File: config.mk
export PLATFORM = sky130hd
export DESIGN_NAME = text_console_char_writer
export DESIGN_NICKNAME = d
export VERILOG_FILES = /design/src/hdl/tcw_pkg.sv /design/src/hdl/tcw_in_stage.sv /design/src/hdl/tcw_cursor.sv /design/src/hdl/tcw_out_stage.sv /design/src/hdl/text_console_char_writer.sv
export SDC_FILE = /design/constraint.sdc
export NUM_CORES = 1
export LEC_CHECK = 0
export BUFFER_PORTS_ARGS = -buffer_cell sky130_fd_sc_hd__buf_2
export CAP_MARGIN = 20
export CORE_MARGIN = 8
export CORE_UTILIZATION = 51
export CTS_CLUSTER_SIZE = 20
export DETAILED_ROUTE_END_ITERATION = 16
export HOLD_SLACK_MARGIN = 0.15
export PLACE_DENSITY = 0.8
export SYNTH_ARGS = -nofsm -noshare
export SYNTH_HDL_FRONTEND = slang
export SYNTH_SLANG_ARGS = --single-unit
File: constraint.sdc
create_clock -name i_clk -period 9.5 [get_ports i_clk]
set_input_delay 0.95 -clock i_clk [delete_from_list [all_inputs] [get_ports i_clk]]
set_output_delay 0.95 -clock i_clk [all_outputs]
set_load 0.01 [all_outputs]
File: src/hdl/tcw_pkg.sv
// Shared types and constants for the text console character writer.
`timescale 1ns / 1ps

package tcw_pkg;

    // Default screen geometry and tab stop spacing
    localparam int DEF_COLUMNS   = 80;
    localparam int DEF_ROWS      = 24;
    localparam int DEF_TAB_WIDTH = 4;

    // Field widths
    localparam int CHAR_W = 8;
    localparam int ATTR_W = 8;
    localparam int ADDR_W = 11;
    localparam int DATA_W = 16;
    localparam int COL_W  = 7;
    localparam int ROW_W  = 5;

    // Packed stream widths
    localparam int IN_TDATA_W  = 8;
    localparam int OUT_TDATA_W = 40;

    // Attribute after reset
    localparam logic [ATTR_W-1:0] ATTR_RESET = 8'h0F;

    // Control character codes
    localparam logic [CHAR_W-1:0] CH_BACKSPACE = 8'h08;
    localparam logic [CHAR_W-1:0] CH_TAB       = 8'h09;
    localparam logic [CHAR_W-1:0] CH_NEWLINE   = 8'h0A;
    localparam logic [CHAR_W-1:0] CH_RETURN    = 8'h0D;
    localparam logic [CHAR_W-1:0] CH_SPACE     = 8'h20;

    // One result item
    typedef struct packed {
        logic              write_enable;
        logic [ADDR_W-1:0] write_address;
        logic [DATA_W-1:0] write_data;
        logic [COL_W-1:0]  cursor_column;
        logic [ROW_W-1:0]  cursor_row;
    } t_result;

endpackage

File: src/hdl/tcw_in_stage.sv
// Input register stage holding one accepted character.
`timescale 1ns / 1ps

module tcw_in_stage (
    input  logic                        i_clk,
    input  logic                        i_rst_n,
    input  logic                        s_axis_tvalid,
    output logic                        s_axis_tready,
    input  logic [tcw_pkg::CHAR_W-1:0]  s_axis_tdata,   // [7:0] char_code
    input  logic                        i_take,
    output logic                        o_valid,
    output logic [tcw_pkg::CHAR_W-1:0]  o_char
);
    import tcw_pkg::*;

    logic              r_valid;
    logic              n_valid;
    logic [CHAR_W-1:0] r_char;
    logic              w_load;

    // Free when empty or when the held character moves on this cycle
    assign s_axis_tready = !r_valid || i_take;
    assign w_load        = s_axis_tvalid && s_axis_tready;

    always_comb begin
        n_valid = r_valid;
        if (w_load) begin
            n_valid = 1'b1;
        end else if (i_take) begin
            n_valid = 1'b0;
        end
    end

    // Hold the valid flag
    always_ff @(posedge i_clk) begin
        if (!i_rst_n) begin
            r_valid <= 1'b0;
        end else begin
            r_valid <= n_valid;
        end
    end

    // Capture the character on each accepted transaction
    always_ff @(posedge i_clk) begin
        if (w_load) begin
            r_char <= s_axis_tdata;
        end
    end

    assign o_valid = r_valid;
    assign o_char  = r_char;

endmodule

File: src/hdl/tcw_cursor.sv
// Cursor state and per-character cell write decode.
`timescale 1ns / 1ps

module tcw_cursor #(
    parameter int COLUMNS   = tcw_pkg::DEF_COLUMNS,
    parameter int ROWS      = tcw_pkg::DEF_ROWS,
    parameter int TAB_WIDTH = tcw_pkg::DEF_TAB_WIDTH
) (
    input  logic                        i_clk,
    input  logic                        i_rst_n,
    input  logic                        i_step,
    input  logic [tcw_pkg::CHAR_W-1:0]  i_char,
    input  logic [tcw_pkg::ATTR_W-1:0]  i_attr,
    output tcw_pkg::t_result            o_result
);
    import tcw_pkg::*;

    localparam int TW_EFF      = (TAB_WIDTH < 1) ? 1 : TAB_WIDTH;
    localparam int PHASE_W     = (TW_EFF > 1) ? $clog2(TW_EFF) : 1;
    localparam int SUM_W       = COL_W + 1;
    localparam int CELL_W      = ADDR_W + 1;

    localparam logic [COL_W-1:0]   COL_LAST   = COL_W'(COLUMNS - 1);
    localparam logic [ROW_W-1:0]   ROW_LAST   = ROW_W'(ROWS - 1);
    localparam logic [PHASE_W-1:0] PHASE_LAST = PHASE_W'(TW_EFF - 1);
    localparam logic [PHASE_W-1:0] PHASE_EOL  = PHASE_W'((COLUMNS - 1) % TW_EFF);
    localparam logic [SUM_W-1:0]   TAB_STEP   = SUM_W'(TW_EFF);
    localparam logic [SUM_W-1:0]   COL_LIMIT  = SUM_W'(COLUMNS);
    localparam logic [CELL_W-1:0]  ROW_PITCH  = CELL_W'(COLUMNS);

    logic [COL_W-1:0]   r_col,   n_col;
    logic [ROW_W-1:0]   r_row,   n_row;
    // Column position modulo the tab spacing, kept alongside the column
    logic [PHASE_W-1:0] r_phase, n_phase;

    logic [ROW_W-1:0]   w_row_inc;
    logic [SUM_W-1:0]   w_tab_sum;
    logic               w_we;
    logic               w_use_new;
    logic [COL_W-1:0]   w_cell_col;
    logic [ROW_W-1:0]   w_cell_row;
    logic [CELL_W-1:0]  w_cell;
    logic [DATA_W-1:0]  w_data;

    // Row after a line feed, wrapping past the last row
    assign w_row_inc = (r_row >= ROW_LAST) ? '0 : r_row + ROW_W'(1);
    assign w_tab_sum = SUM_W'(r_col) + TAB_STEP - SUM_W'(r_phase);

    // Decode the character into the next cursor position and the cell write
    always_comb begin
        n_col     = r_col;
        n_row     = r_row;
        n_phase   = r_phase;
        w_we      = 1'b0;
        w_use_new = 1'b0;
        w_data    = {i_attr, i_char};
        unique case (i_char)
            CH_NEWLINE: begin
                n_col   = '0;
                n_row   = w_row_inc;
                n_phase = '0;
            end
            CH_BACKSPACE: begin
                w_we      = 1'b1;
                w_use_new = 1'b1;
                w_data    = {i_attr, CH_SPACE};
                if (r_col == '0) begin
                    if (r_row != '0) begin
                        n_col   = COL_LAST;
                        n_row   = r_row - ROW_W'(1);
                        n_phase = PHASE_EOL;
                    end
                end else begin
                    n_col   = r_col - COL_W'(1);
                    n_phase = (r_phase == '0) ? PHASE_LAST : r_phase - PHASE_W'(1);
                end
            end
            CH_TAB: begin
                n_phase = '0;
                if (w_tab_sum >= COL_LIMIT) begin
                    n_col = '0;
                    n_row = w_row_inc;
                end else begin
                    n_col = w_tab_sum[COL_W-1:0];
                end
            end
            CH_RETURN: begin
                n_col   = '0;
                n_phase = '0;
            end
            default: begin
                w_we = 1'b1;
                if (r_col >= COL_LAST) begin
                    n_col   = '0;
                    n_row   = w_row_inc;
                    n_phase = '0;
                end else begin
                    n_col   = r_col + COL_W'(1);
                    n_phase = (r_phase >= PHASE_LAST) ? '0 : r_phase + PHASE_W'(1);
                end
            end
        endcase
    end

    // Cell index: backspace blanks the new position, printables the old one
    assign w_cell_col = w_use_new ? n_col : r_col;
    assign w_cell_row = w_use_new ? n_row : r_row;
    assign w_cell     = CELL_W'(w_cell_col) + CELL_W'(w_cell_row) * ROW_PITCH;

    always_comb begin
        o_result.write_enable  = w_we;
        o_result.write_address = w_we ? w_cell[ADDR_W-1:0] : '0;
        o_result.write_data    = w_we ? w_data : '0;
        o_result.cursor_column = n_col;
        o_result.cursor_row    = n_row;
    end

    // Advance the cursor on each character handled
    always_ff @(posedge i_clk) begin
        if (!i_rst_n) begin
            r_col   <= '0;
            r_row   <= '0;
            r_phase <= '0;
        end else if (i_step) begin
            r_col   <= n_col;
            r_row   <= n_row;
            r_phase <= n_phase;
        end
    end

    a_col_range: assert property (@(posedge i_clk) disable iff (!i_rst_n)
        r_col <= COL_LAST)
        else $error("cursor column beyond last column");

    a_row_range: assert property (@(posedge i_clk) disable iff (!i_rst_n)
        r_row <= ROW_LAST)
        else $error("cursor row beyond last row");

    a_quiet_no_write: assert property (@(posedge i_clk) disable iff (!i_rst_n)
        !o_result.write_enable |->
            (o_result.write_address == '0 && o_result.write_data == '0))
        else $error("address or data set without a cell write");

    a_newline_home: assert property (@(posedge i_clk) disable iff (!i_rst_n)
        (i_step && i_char == CH_NEWLINE) |=> (r_col == '0 && r_phase == '0))
        else $error("newline did not return the cursor to column zero");

endmodule

File: src/hdl/tcw_out_stage.sv
// Result register stage driving the master-side stream.
`timescale 1ns / 1ps

module tcw_out_stage (
    input  logic                            i_clk,
    input  logic                            i_rst_n,
    input  logic                            i_valid,
    input  tcw_pkg::t_result                i_result,
    output logic                            o_free,
    output logic                            m_axis_tvalid,
    input  logic                            m_axis_tready,
    output logic [tcw_pkg::OUT_TDATA_W-1:0] m_axis_tdata,  // [10:0] write_address,
                                                           // [26:11] write_data,
                                                           // [33:27] cursor_column,
                                                           // [38:34] cursor_row, [39] zero
    output logic                            m_axis_tuser   // [0] write_enable
);
    import tcw_pkg::*;

    logic    r_valid;
    logic    n_valid;
    t_result r_result;
    logic    w_load;

    // Take a new result when empty or when the held one leaves
    assign o_free = !r_valid || m_axis_tready;
    assign w_load = i_valid && o_free;

    always_comb begin
        n_valid = r_valid;
        if (w_load) begin
            n_valid = 1'b1;
        end else if (m_axis_tready) begin
            n_valid = 1'b0;
        end
    end

    always_ff @(posedge i_clk) begin
        if (!i_rst_n) begin
            r_valid <= 1'b0;
        end else begin
            r_valid <= n_valid;
        end
    end

    // Hold the result until its transaction completes
    always_ff @(posedge i_clk) begin
        if (w_load) begin
            r_result <= i_result;
        end
    end

    assign m_axis_tvalid = r_valid;
    assign m_axis_tuser  = r_result.write_enable;
    assign m_axis_tdata  = {1'b0, r_result.cursor_row, r_result.cursor_column,
                            r_result.write_data, r_result.write_address};

endmodule

File: src/hdl/text_console_char_writer.sv
// Path: an accepted character is loaded into the input register, then into the result
// register once the result stage is free; the result register presents the result.
// Throughput: one character per cycle while the output stream is not stalled; the cursor update
// is one pass of logic between the input register and the result register.
// Reset (synchronous, active low): cursor to column 0, row 0, attribute to 0x0F,
// both stages empty.
`timescale 1ns / 1ps

module text_console_char_writer #(
    parameter int COLUMNS   = tcw_pkg::DEF_COLUMNS,
    parameter int ROWS      = tcw_pkg::DEF_ROWS,
    parameter int TAB_WIDTH = tcw_pkg::DEF_TAB_WIDTH
) (
    input  logic                            i_clk,
    input  logic                            i_rst_n,
    input  logic                            s_axis_tvalid,
    output logic                            s_axis_tready,
    input  logic [tcw_pkg::IN_TDATA_W-1:0]  s_axis_tdata,  // [7:0] char_code
    output logic                            m_axis_tvalid,
    input  logic                            m_axis_tready,
    output logic [tcw_pkg::OUT_TDATA_W-1:0] m_axis_tdata,  // [10:0] write_address,
                                                           // [26:11] write_data,
                                                           // [33:27] cursor_column,
                                                           // [38:34] cursor_row, [39] zero
    output logic                            m_axis_tuser,  // [0] write_enable
    input  logic                            i_cfg_valid,
    output logic                            o_cfg_ready,
    input  logic [tcw_pkg::ATTR_W-1:0]      i_cfg_data     // text_attribute
);
    import tcw_pkg::*;

    logic              r_attr;
    logic [ATTR_W-1:0] r_attr_q;
    logic              w_in_valid;
    logic [CHAR_W-1:0] w_in_char;
    logic              w_out_free;
    logic              w_step;
    t_result           w_result;

    // Attribute register, written by each configuration transaction
    assign o_cfg_ready = 1'b1;

    always_ff @(posedge i_clk) begin
        if (!i_rst_n) begin
            r_attr_q <= ATTR_RESET;
            r_attr   <= 1'b0;
        end else if (i_cfg_valid && o_cfg_ready) begin
            r_attr_q <= i_cfg_data;
            r_attr   <= 1'b1;
        end
    end

    // Move one character from the input register into the result register
    assign w_step = w_in_valid && w_out_free;

    tcw_in_stage u_in_stage (
        .i_clk         (i_clk),
        .i_rst_n       (i_rst_n),
        .s_axis_tvalid (s_axis_tvalid),
        .s_axis_tready (s_axis_tready),
        .s_axis_tdata  (s_axis_tdata),
        .i_take        (w_step),
        .o_valid       (w_in_valid),
        .o_char        (w_in_char)
    );

    tcw_cursor #(
        .COLUMNS   (COLUMNS),
        .ROWS      (ROWS),
        .TAB_WIDTH (TAB_WIDTH)
    ) u_cursor (
        .i_clk    (i_clk),
        .i_rst_n  (i_rst_n),
        .i_step   (w_step),
        .i_char   (w_in_char),
        .i_attr   (r_attr_q),
        .o_result (w_result)
    );

    tcw_out_stage u_out_stage (
        .i_clk         (i_clk),
        .i_rst_n       (i_rst_n),
        .i_valid       (w_in_valid),
        .i_result      (w_result),
        .o_free        (w_out_free),
        .m_axis_tvalid (m_axis_tvalid),
        .m_axis_tready (m_axis_tready),
        .m_axis_tdata  (m_axis_tdata),
        .m_axis_tuser  (m_axis_tuser)
    );

    a_step_fills_output: assert property (@(posedge i_clk) disable iff (!i_rst_n)
        w_step |=> m_axis_tvalid)
        else $error("handled character produced no result");

    a_stall_holds_input: assert property (@(posedge i_clk) disable iff (!i_rst_n)
        (w_in_valid && !w_out_free) |=> w_in_valid)
        else $error("character dropped while the result stage was full");

    a_cfg_written: assert property (@(posedge i_clk) disable iff (!i_rst_n)
        (i_cfg_valid && o_cfg_ready) |=> (r_attr && r_attr_q == $past(i_cfg_data)))
        else $error("attribute write not taken");

endmodule
==> out/summary.json, run 1 <==
{
  "logic_synthesis": {
    "synth_xor_area_share_pct": 1.953,
    "gate_count_after_technology_mapping": 451,
    "main_synth_ff_type": "sky130_fd_sc_hd__edfxtp_1",
    "postSynth.asyncResetShare_pct": 0,
    "post_synthesis_simple_gate_area_fraction_pct": 18.77,
    "synth_seq_cells": 72,
    "synthesis.nets": 505,
    "synth_edf_count": 48,
    "synth_top_cell_area_share_pct": 32.13,
    "synth_top_family_by_area": "compound AO/OA/AOI/OAI gates",
    "yosys-mux-area-fraction_pct": 2.036,
    "syn_area_um2": 4486,
    "seq_area_frac_synth_pct": 42.85,
    "synth_cell_types": 78,
    "synth.largest_area_cell": "sky130_fd_sc_hd__edfxtp_1",
    "synthesis.area_per_instance_um2": 9.946,
    "synth_compound_area_share_pct": 19.92,
    "post_synth_fa_ha_maj_area_fraction_pct": 9.707,
    "yosys_warnings": 0,
    "synthTopCellsByArea": "sky130_fd_sc_hd__edfxtp_1, sky130_fd_sc_hd__dfxtp_1, sky130_fd_sc_hd__ha_1"
  },
  "worst_setup_path": {
    "regToRegSetupSlack_ps": 4690,
    "worst-endpoint-required_ps": 9580,
    "cp_num_buf_inv": 2,
    "timing.critical_path.from_type": "register",
    "setup.worst_path.end_class": "register",
    "rr_endpoint": "u_out_stage.m_axis_tdata[10]$_SDFFCE_PN0P_",
    "crit_path_cell_trace": "inv_1 > ha_1 > nor4b_2 > nand2_1 > or4_1 > or3_1 > a21oi_1 > a21o_1 > ha_1 > ha_1 > inv_1 > fa_1 > nor2b_1 > o21ai_0 > a21oi_1 > o211ai_1 > a22oi_1 > or2_0 > a21oi_1",
    "critical_path.top_delay_family": "simple AND/OR/NAND/NOR gates",
    "worstSetupPathType": "reg -> reg",
    "slowest_stage": "sky130_fd_sc_hd__or4_1",
    "worst_flop_to_flop_path_startpoint": "u_cursor.r_col[4]$_SDFFE_PN0P_",
    "cp_data_arrival_time_ps": 4890,
    "r2r_cells": 19,
    "critPathMaxFanout": 11,
    "critical_path.max_stage_delay_ps": 480
  },
  "worst_hold_path": {
    "hold_path_depth": 2,
    "whs_endpoint": "r_attr_q[3]$_SDFFE_PN1P_",
    "worstHoldStart": "r_attr_q[3]$_SDFFE_PN1P_",
    "hold_class": "reg -> reg"
  },
  "clock_network": {
    "post_cts_buffers": 0,
    "clock_sink_count": 72,
    "postCtsResizedCells": 0,
    "clock_tree.root_cell": "sky130_fd_sc_hd__clkbuf_8",
    "cts_tree": "built",
    "clk-insertion-delay-late_ps": 350,
    "clkSlewWorstSetupHoldPaths_ps": 80,
    "max-clock-path-buffers": 2,
    "numCtsBuffers": 9,
    "ctsHtreeMaxLevel": 3,
    "cts_hold_buf": 0
  },
  "global_route": {
    "globalRouteTotalUtil_pct": 18.09,
    "grt_antenna_before_repair": 0,
    "first_global_vias": 3473,
    "global_route.overflow_total": 0,
    "grt_max_degree": 54,
    "first_pass_grt_wire_length_um": 17020
  },
  "floorplanning": {
    "design.core.area_um2": 8636,
    "die-area_um2": 12050,
    "chip_height_um": 109.8,
    "die_x_um": 109.8,
    "fp-row-count": 34,
    "pin_count": 65,
    "initial_utilization_pct": 51.94
  },
  "cells_and_area": {
    "finalCoreUtilization_pct": 58.72,
    "fraction_of_final_layout_cells_with_drive_strength_greater_than_1_pct": 19.80,
    "total_area_of_multi_input_combinational_cells_um2": 2357,
    "antenna_cells": 0,
    "num-fill-cells": 758,
    "seqCellArea_um2": 1922,
    "final_nets": 554,
    "area.growth.synth_to_final_pct": 13.05
  },
  "placed_design": {
    "port-buffer-count": 62,
    "post-dp-hpwl_um": 7831,
    "detailedPlace.worstSlack_ps": 4736,
    "place.gp.congestion": 0.9648
  },
  "detailed_routing": {
    "tritonroute_pass_1_iters": 5,
    "dr_wl_cell_um": 17.26,
    "detail-route-antenna-nets": 0,
    "vias_per_cell": 5.907,
    "initialDrtViolationCount": 220,
    "wirelength_um": 10580,
    "remaining_drc_errors": 0,
    "num_vias": 3621
  },
  "pwr": {
    "power.net_switching_uw": 208.4,
    "power.internal_uw": 578.7,
    "cellPowerDensity_nw_per_um2": 155.2,
    "seq_power_share_pct": 46.4,
    "share_clk_of_total_power_pct": 38.0,
    "power.combinational.fraction_pct": 15.6,
    "switching_share_pct": 26.48,
    "vdd.ir_drop.worst_v": 0.0001074,
    "leakage_nw": 2.105
  },
  "sta": {
    "slew_headroom_pct": 34.88,
    "fin_worst_skew_ps": 11.02,
    "final_period_minus_worst_setup_slack_ps": 4809,
    "final_critical_path_setup_slack_ps": 4691,
    "finalHoldViolations": 0,
    "fmax_mhz": 207.9,
    "post-route-period-util_pct": 50.62,
    "rsz_0062_raised_after_global_routing": "false",
    "worst_pin_slew_ps": 972.5,
    "report.final.setup_viol": 0,
    "setup-tns-final_ps": 0,
    "finalMaxSlewViolations": 0
  },
  "job": {
    "max-cap-violations": 0
  },
  "outcome": {
    "status": "finished clean"
  }
}
synthesized netlist by cell type (5+ instances only):
cell / count
sky130_fd_sc_hd__a211oi_1: 7
sky130_fd_sc_hd__a21o_1: 11
sky130_fd_sc_hd__a21oi_1: 27
sky130_fd_sc_hd__and2_1: 17
sky130_fd_sc_hd__and3_1: 5
sky130_fd_sc_hd__clkbuf_1: 16
sky130_fd_sc_hd__dfxtp_1: 24
sky130_fd_sc_hd__edfxtp_1: 48
sky130_fd_sc_hd__ha_1: 30
sky130_fd_sc_hd__inv_1: 21
sky130_fd_sc_hd__mux2i_1: 8
sky130_fd_sc_hd__nand2_1: 37
sky130_fd_sc_hd__nand2b_1: 7
sky130_fd_sc_hd__nand3_1: 10
sky130_fd_sc_hd__nor2_1: 41
sky130_fd_sc_hd__nor2b_1: 5
sky130_fd_sc_hd__nor3_1: 12
sky130_fd_sc_hd__o21ai_0: 22
sky130_fd_sc_hd__o31ai_1: 5
sky130_fd_sc_hd__xnor2_1: 5
sky130_fd_sc_hd__xor2_1: 5
power groups by stage:
stage          clock (mW)  sequential [mW]  combinational [mW]
6_report            0.299            0.365               0.123
5_1_grt             0.319            0.367               0.136
4_1_cts             0.305            0.365               0.122
3_5_place_dp            0            0.372               0.121
3_3_place_gp            0            0.371               0.118
2_1_floorplan           0            0.372              0.0878
kinds of logic (layout without fill, tap and decap cells):
logic type | Yosys count | after routing
xor+xnor | 10 | 10
fa+ha+maj | 33 | 33
other cells | 2 | 2
flops | 72 | 72
buf+inv | 47 | 101
mux | 9 | 9
compound gates | 118 | 118
simple gates | 160 | 160
through the flow:
| stage | instances | power, mW | area, um2 | hold WS [ps] |
|---|---|---|---|---|
| floorplan | 451 | 0.4601 | 4486 | 432.7 |
| global placement | 596 | 0.4896 | 4807 | 444.7 |
| detailed placement | 596 | 0.4938 | 4807 | 450.6 |
| CTS | 612 | 0.7924 | 5051 | 469.6 |
| global route | 613 | 0.8221 | 5071 | 507.4 |
| finish | 613 | 0.7871 | 5071 | 463.7 |
state kept, by name (all words and copies together), names as in the netlist:
| register | flops |
|---|---|
| u_in_stage.o_char | 8 |
| u_cursor.r_col | 7 |
| r_attr_q | 8 |
| u_in_stage.o_valid | 1 |
| u_out_stage.m_axis_tuser | 1 |
| u_cursor.r_row | 5 |
| u_cursor.r_phase | 2 |
| u_out_stage.m_axis_tvalid | 1 |
| u_out_stage.m_axis_tdata | 39 |
final cells by class:
type / count / area share, %
multi-input combinational: 332 / 46.48
inverter: 22 / 1.628
tap: 108 / 2.665
timing repair buffer: 63 / 6.514
clock inverter: 6 / 2.295
clock buffer: 10 / 2.517
sequential: 72 / 37.90
layout by cell type (no fill, tap or decap), types with 8 or more instances in the layout:
cell type                  instances
sky130_fd_sc_hd__edfxtp_1         48
sky130_fd_sc_hd__mux2i_1           8
sky130_fd_sc_hd__a21oi_1          27
sky130_fd_sc_hd__nor3_1           12
sky130_fd_sc_hd__nor2_1           41
sky130_fd_sc_hd__nand2_1          37
sky130_fd_sc_hd__and2_1           17
sky130_fd_sc_hd__clkbuf_8          9
sky130_fd_sc_hd__ha_1             30
sky130_fd_sc_hd__o21ai_0          22
sky130_fd_sc_hd__a21o_1           11
sky130_fd_sc_hd__nand3_1          10
sky130_fd_sc_hd__dfxtp_1          24
sky130_fd_sc_hd__buf_2            62
sky130_fd_sc_hd__inv_1            20
how the worst max path moves through the flow:
stage | startpoint | endpoint | cells past startpoint | slack (ps)
after global placement | u_cursor.r_col[4]$_SDFFE_PN0P_ | u_out_stage.m_axis_tdata[10]$_SDFFCE_PN0P_ | 19 | 4940
after CTS | u_cursor.r_col[4]$_SDFFE_PN0P_ | u_out_stage.m_axis_tdata[10]$_SDFFCE_PN0P_ | 19 | 4730
final | u_cursor.r_col[4]$_SDFFE_PN0P_ | u_out_stage.m_axis_tdata[10]$_SDFFCE_PN0P_ | 19 | 4690
after floorplan | u_cursor.r_col[4]$_SDFFE_PN0P_ | u_out_stage.m_axis_tdata[10]$_SDFFCE_PN0P_ | 19 | 5410
after global routing | u_cursor.r_col[4]$_SDFFE_PN0P_ | u_out_stage.m_axis_tdata[10]$_SDFFCE_PN0P_ | 19 | 4270
after detailed placement | u_cursor.r_col[4]$_SDFFE_PN0P_ | u_out_stage.m_axis_tdata[10]$_SDFFCE_PN0P_ | 19 | 4740
layer usage:
layer / vias up / global-route usage [%] / routed length, um / part of all wire, %
met5: - / 0 / 0 / 0
met1: 1711 / 22.29 / 4394 / 42
met4: 0 / 6.365 / 189 / 1.8
met3: 18 / 3.869 / 835 / 7.9
met2: 152 / 30.52 / 5161 / 49
li1: 1740 / - / - / -
worst register-to-register path: stages, from the launching register on:
cell and delay, ps:
sky130_fd_sc_hd__dfxtp_1 390, sky130_fd_sc_hd__inv_1 190, sky130_fd_sc_hd__ha_1 230, sky130_fd_sc_hd__nor4b_2 260
sky130_fd_sc_hd__nand2_1 290, sky130_fd_sc_hd__or4_1 490, sky130_fd_sc_hd__or3_1 320, sky130_fd_sc_hd__a21oi_1 180
sky130_fd_sc_hd__a21o_1 150, sky130_fd_sc_hd__ha_1 250, sky130_fd_sc_hd__ha_1 230, sky130_fd_sc_hd__inv_1 80
sky130_fd_sc_hd__fa_1 430, sky130_fd_sc_hd__nor2b_1 160, sky130_fd_sc_hd__o21ai_0 210, sky130_fd_sc_hd__a21oi_1 190
sky130_fd_sc_hd__o211ai_1 110, sky130_fd_sc_hd__a22oi_1 190, sky130_fd_sc_hd__or2_0 130, sky130_fd_sc_hd__a21oi_1 60
Power figures use the tool's default switching activity.
==> run 2: changes to the inputs <==
--- a/config.mk
+++ b/config.mk
@@ -5,6 +5,7 @@
 export SDC_FILE = /design/constraint.sdc
 export NUM_CORES = 1
 export LEC_CHECK = 0
+export ABC_AREA = 1
 export BUFFER_PORTS_ARGS = -buffer_cell sky130_fd_sc_hd__buf_2
 export CAP_MARGIN = 20
 export CORE_MARGIN = 8
==> constraint.sdc (replaced) <==
create_clock -name i_clk -period 5.05 [get_ports i_clk]
set_input_delay 0.505 -clock i_clk [delete_from_list [all_inputs] [get_ports i_clk]]
set_output_delay 0.505 -clock i_clk [all_outputs]
set_load 0.01 [all_outputs]
==> run 2 against run 1 <==
Critical path depth is 1 higher. Cell count rose by 12%. Clock skew down 2.8 ps. Worst hold slack got worse by 130 ps. Via count rose by 2.5%. Non-clock buffer count unchanged. Combinational power grew to 2.6 times the previous value. Setup slack lost 3700 ps. Cell area down 0.79%. First-iteration DRC count down 4.5%. Synthesized cell count increased by 15%. Global-route usage grew 0.20 points. Critical endpoint unchanged. Largest power group unchanged.
==> out/summary.json, run 2 <==
{
  "floorplanning": {
    "die-area": {"value": 12000, "unit": "um2", "change": "was 12,050 um2"},
    "pin_count": {"value": 65, "change": "unchanged"},
    "initial_utilization": {"value": 51.94, "unit": "%", "change": "about the same"},
    "design.core.area": {"value": 8593, "unit": "um2", "change": "was 8636 um2"},
    "die_x": {"value": 109.5, "unit": "um", "change": "was 109.8 um"},
    "fp-row-count": {"value": 34, "change": "unchanged"},
    "chip_height": {"value": 109.5, "unit": "um", "change": "was 109.8 um"}
  },
  "worst_hold_path": {
    "worstHoldStart": {"value": "s_axis_tdata[0]", "change": "was r_attr_q[3]$_SDFFE_PN1P_"},
    "hold_class": {"value": "in -> reg", "change": "was reg -> reg"}
  },
  "cells_and_area": {
    "total_area_of_multi_input_combinational_cells": {"value": 2117, "unit": "um2", "change": "was 2357 um2"},
    "layout.cells.most_common_list": {"value": "sky130_fd_sc_hd__nand2_1, sky130_fd_sc_hd__inv_1, sky130_fd_sc_hd__buf_2, sky130_fd_sc_hd__edfxtp_1, sky130_fd_sc_hd__nand3_1", "change": "was sky130_fd_sc_hd__buf_2, sky130_fd_sc_hd__edfxtp_1, sky130_fd_sc_hd__nor2_1, sky130_fd_sc_hd__nand2_1, sky130_fd_sc_hd__ha_1"},
    "final_cell_area": {"value": 5031, "unit": "um2", "change": "was 5071 um2"},
    "antenna_cells": {"value": 0, "change": "unchanged"},
    "num-fill-cells": {"value": 773, "change": "was 758"},
    "area.growth.synth_to_final": {"value": 12.73, "unit": "%", "change": "was 13.05%"},
    "seqCellArea": {"value": 1922, "unit": "um2", "change": "unchanged"},
    "fraction_of_final_layout_cells_with_drive_strength_greater_than_1": {"value": 19.83, "unit": "%", "change": "was 19.80%"},
    "largest_register_ff_count": {"value": 39, "change": "unchanged"},
    "final_nets": {"value": 629, "change": "was 554"},
    "final_common_cell": {"value": "sky130_fd_sc_hd__nand2_1", "change": "was sky130_fd_sc_hd__buf_2"}
  },
  "logic_synthesis": {
    "synth.top_cells.by_count": {"value": "sky130_fd_sc_hd__nand2_1, sky130_fd_sc_hd__inv_1, sky130_fd_sc_hd__edfxtp_1, sky130_fd_sc_hd__nand3_1, sky130_fd_sc_hd__nor2_1", "change": "was sky130_fd_sc_hd__edfxtp_1, sky130_fd_sc_hd__nor2_1, sky130_fd_sc_hd__nand2_1, sky130_fd_sc_hd__ha_1, sky130_fd_sc_hd__a21oi_1"},
    "synth.largest_area_cell": {"value": "sky130_fd_sc_hd__edfxtp_1", "change": "unchanged"},
    "synth_cell_types": {"value": 47, "change": "was 78"},
    "main_synth_ff_type": {"value": "sky130_fd_sc_hd__edfxtp_1", "change": "unchanged"},
    "synthTopCellsByArea": {"value": "sky130_fd_sc_hd__edfxtp_1, sky130_fd_sc_hd__dfxtp_1, sky130_fd_sc_hd__ha_1", "change": "unchanged"},
    "seq_area_frac_synth": {"value": 43.06, "unit": "%", "change": "was 42.85%"},
    "postSynth.asyncResetShare": {"value": 0, "unit": "%", "change": "unchanged"},
    "synth_seq_cells": {"value": 72, "change": "unchanged"},
    "yosysMostFrequentCell": {"value": "sky130_fd_sc_hd__nand2_1", "change": "was sky130_fd_sc_hd__edfxtp_1"},
    "yosys_warnings": {"value": 0, "change": "unchanged"},
    "gate_count_after_technology_mapping": {"value": 518, "change": "was 451"},
    "syn_area": {"value": 4463, "unit": "um2", "change": "was 4486 um2"},
    "synth_top_cell_area_share": {"value": 32.30, "unit": "%", "change": "was 32.13%"},
    "synthesis.nets": {"value": 572, "change": "was 505"},
    "synth_edf_count": {"value": 48, "change": "unchanged"},
    "synthesis.area_per_instance": {"value": 8.616, "unit": "um2", "change": "was 9.946 um2"}
  },
  "placed_design": {
    "placement.cell_area": {"value": 4820, "unit": "um2", "change": "was 4807 um2"},
    "port-buffer-count": {"value": 62, "change": "unchanged"},
    "place.gp.congestion": {"value": 0.9225, "change": "was 0.9648"},
    "post-dp-hpwl": {"value": 8073, "unit": "um", "change": "was 7831 um"}
  },
  "global_route": {
    "grt_use_met2": {"value": 31.48, "unit": "%", "change": "was 30.52%"},
    "globalRouteTotalUtil": {"value": 18.30, "unit": "%", "change": "was 18.09%"},
    "grt_use_met3": {"value": 3.634, "unit": "%", "change": "was 3.869%"},
    "grt_antenna_before_repair": {"value": 0, "change": "unchanged"},
    "first_global_vias": {"value": 3555, "change": "was 3,473"},
    "fraction_of_met1_tracks_used_by_global_routing": {"value": 21.61, "unit": "%", "change": "was 22.29%"},
    "global_route.overflow_total": {"value": 0, "change": "unchanged"},
    "globalRoute.busiestLayer": {"value": "met2", "change": "unchanged"},
    "grt_max_degree": {"value": 52, "change": "was 54"},
    "first_pass_grt_wire_length": {"value": 16950, "unit": "um", "change": "was 17,020 um"}
  },
  "detailed_routing": {
    "dr_wl_cell": {"value": 15.50, "unit": "um", "change": "was 17.26 um"},
    "vias_per_cell": {"value": 5.394, "change": "was 5.907"},
    "remaining_drc_errors": {"value": 0, "change": "unchanged"},
    "num_vias": {"value": 3711, "change": "was 3,621"},
    "initialDrtViolationCount": {"value": 210, "change": "was 220"},
    "wirelength": {"value": 10660, "unit": "um", "change": "was 10,580 um"},
    "detail-route-antenna-nets": {"value": 0, "change": "unchanged"},
    "tritonroute_pass_1_iters": {"value": 5, "change": "unchanged"}
  },
  "sta": {
    "fmax": {"value": 249.4, "unit": "MHz", "change": "was 207.9 MHz"},
    "rsz_0062_raised_after_global_routing": {"value": "false", "change": "unchanged"},
    "report.final.setup_viol": {"value": 0, "change": "unchanged"},
    "worst_pin_slew": {"value": 1040, "unit": "ps", "change": "was 972.5 ps"},
    "setup-tns-final": {"value": 0, "unit": "ps", "change": "unchanged"},
    "finalHoldViolations": {"value": 0, "change": "unchanged"},
    "slew_headroom": {"value": 30.67, "unit": "%", "change": "was 34.88%"},
    "final_period_minus_worst_setup_slack": {"value": 4010, "unit": "ps", "change": "was 4809 ps"},
    "finalMaxSlewViolations": {"value": 0, "change": "unchanged"},
    "post-route-period-util": {"value": 79.41, "unit": "%", "change": "was 50.62%"},
    "fin_worst_skew": {"value": 8.251, "unit": "ps", "change": "was 11.02 ps"}
  },
  "pwr": {
    "total_power": {"value": 1.516, "unit": "mW", "change": "was 787.1 uW"},
    "leakage": {"value": 2.342, "unit": "nW", "change": "was 2.105 nW"},
    "cellPowerDensity": {"value": 301.4, "unit": "nW/um2", "change": "was 155.2 nW/um2"},
    "vdd.ir_drop.worst": {"value": 0.0001618, "unit": "V", "change": "was 0.0001074 V"}
  },
  "worst_setup_path": {
    "cp_data_arrival_time": {"value": 4110, "unit": "ps", "change": "was 4890 ps"},
    "worst-endpoint-required": {"value": 5150, "unit": "ps", "change": "was 9580 ps"},
    "worst_flop_to_flop_path_startpoint": {"value": "u_cursor.r_col[4]$_SDFFE_PN0P_", "change": "unchanged"},
    "setup.worst_path.end_class": {"value": "register", "change": "unchanged"},
    "critPathMaxFanout": {"value": 10, "change": "was 11"},
    "cp-startpoint": {"value": "u_cursor.r_col[4]$_SDFFE_PN0P_", "change": "unchanged"},
    "worstSetupPathType": {"value": "reg -> reg", "change": "unchanged"},
    "timing.critical_path.from_type": {"value": "register", "change": "unchanged"}
  },
  "clock_network": {
    "cts_tree": {"value": "built", "change": "unchanged"},
    "post_cts_buffers": {"value": 0, "change": "unchanged"},
    "ctsHtreeMaxLevel": {"value": 3, "change": "unchanged"},
    "postCtsResizedCells": {"value": 0, "change": "unchanged"},
    "clock_tree.root_cell": {"value": "sky130_fd_sc_hd__clkbuf_8", "change": "unchanged"},
    "numCtsBuffers": {"value": 9, "change": "unchanged"},
    "clock_sink_count": {"value": 72, "change": "unchanged"},
    "max-clock-path-buffers": {"value": 2, "change": "unchanged"},
    "cts_hold_buf": {"value": 0, "change": "unchanged"},
    "clk-insertion-delay-late": {"value": 350, "unit": "ps", "change": "about the same"},
    "clkSlewWorstSetupHoldPaths": {"value": 80, "unit": "ps", "change": "about the same"}
  },
  "outcome": {
    "status": {"value": "finished clean", "change": "unchanged"}
  },
  "job": {
    "max-cap-violations": {"value": 0, "change": "unchanged"}
  }
}
[run 2: logic make-up after synthesis]
group | count (synthesis) | share of synthesized area [%]
and+or+nand+nor | 211 | 24.39
buffers and inverters | 100 | 9.504
AOI/OAI and AO/OA | 89 | 10.96
DFF | 72 | 43.06
adders and majority gates | 33 | 9.756
xor gates and xnor gates | 11 | 2.159
other | 2 | 0.1683
[run 2: cell type report]
cell class	count	share of cell area, %
clock inverters	6	1.666
multi-input cells	346	42.08
inverters	83	6.516
flip-flops and latches	72	38.20
well taps	108	2.686
clock buffers	10	2.537
repair buffers	63	6.317
[run 2: worst paths after layout]
check                                               endpoint  slack [ps]  cells past startpoint
setup / recovery  u_out_stage.m_axis_tdata[10]$_SDFFCE_PN0P_        1040                     20
hold / removal                u_in_stage.o_char[0]$_DFFE_PP_         330                      1
setup reg to reg  u_out_stage.m_axis_tdata[10]$_SDFFCE_PN0P_        1040                     20
hold reg to reg                     r_attr_q[7]$_SDFFE_PN0P_         460                      2
[run 2: routing by layer]
metal,vias up,share of wire (%)
li1,1843,-
met1,1733,41
met2,112,50
met3,23,6.6
met4,0,2.3
met5,-,0
[run 2: report_power, final]
| part | total, mW | internal [mW] | switching [mW] | leakage, nW |
|---|---|---|---|---|
| Sequential | 0.696 | 0.672 | 0.0241 | 0.651 |
| Combinational | 0.325 | 0.108 | 0.217 | 1.58 |
| Clock | 0.496 | 0.277 | 0.219 | 0.110 |
[run 2: critical path, stage by stage (launching register included)]
cell and delay, ps:
sky130_fd_sc_hd__dfxtp_1 350, sky130_fd_sc_hd__inv_1 240, sky130_fd_sc_hd__ha_1 230, sky130_fd_sc_hd__inv_1 90
sky130_fd_sc_hd__nor3_2 150, sky130_fd_sc_hd__nand3_2 240, sky130_fd_sc_hd__nor2_4 230, sky130_fd_sc_hd__o21ai_1 80
sky130_fd_sc_hd__nor2_1 150, sky130_fd_sc_hd__inv_1 50, sky130_fd_sc_hd__o21ai_0 150, sky130_fd_sc_hd__ha_1 310
sky130_fd_sc_hd__ha_1 210, sky130_fd_sc_hd__inv_1 70, sky130_fd_sc_hd__fa_1 440, sky130_fd_sc_hd__nor2_1 120
sky130_fd_sc_hd__inv_1 60, sky130_fd_sc_hd__nor3_1 230, sky130_fd_sc_hd__xnor2_1 130, sky130_fd_sc_hd__o21ai_0 160
sky130_fd_sc_hd__a21oi_1 60
[run 2: stage by stage]
stage	util, %	worst slack [ps]	hold WS (ps)	std cells
finish	58.55	1040	332.4	688
global route	58.55	447.2	311.4	688
CTS	58.55	1064	321.3	688
detailed placement	56.09	1081	444.8	672
global placement	56.09	1212	436.9	672
floorplan	-	1522	434.3	518
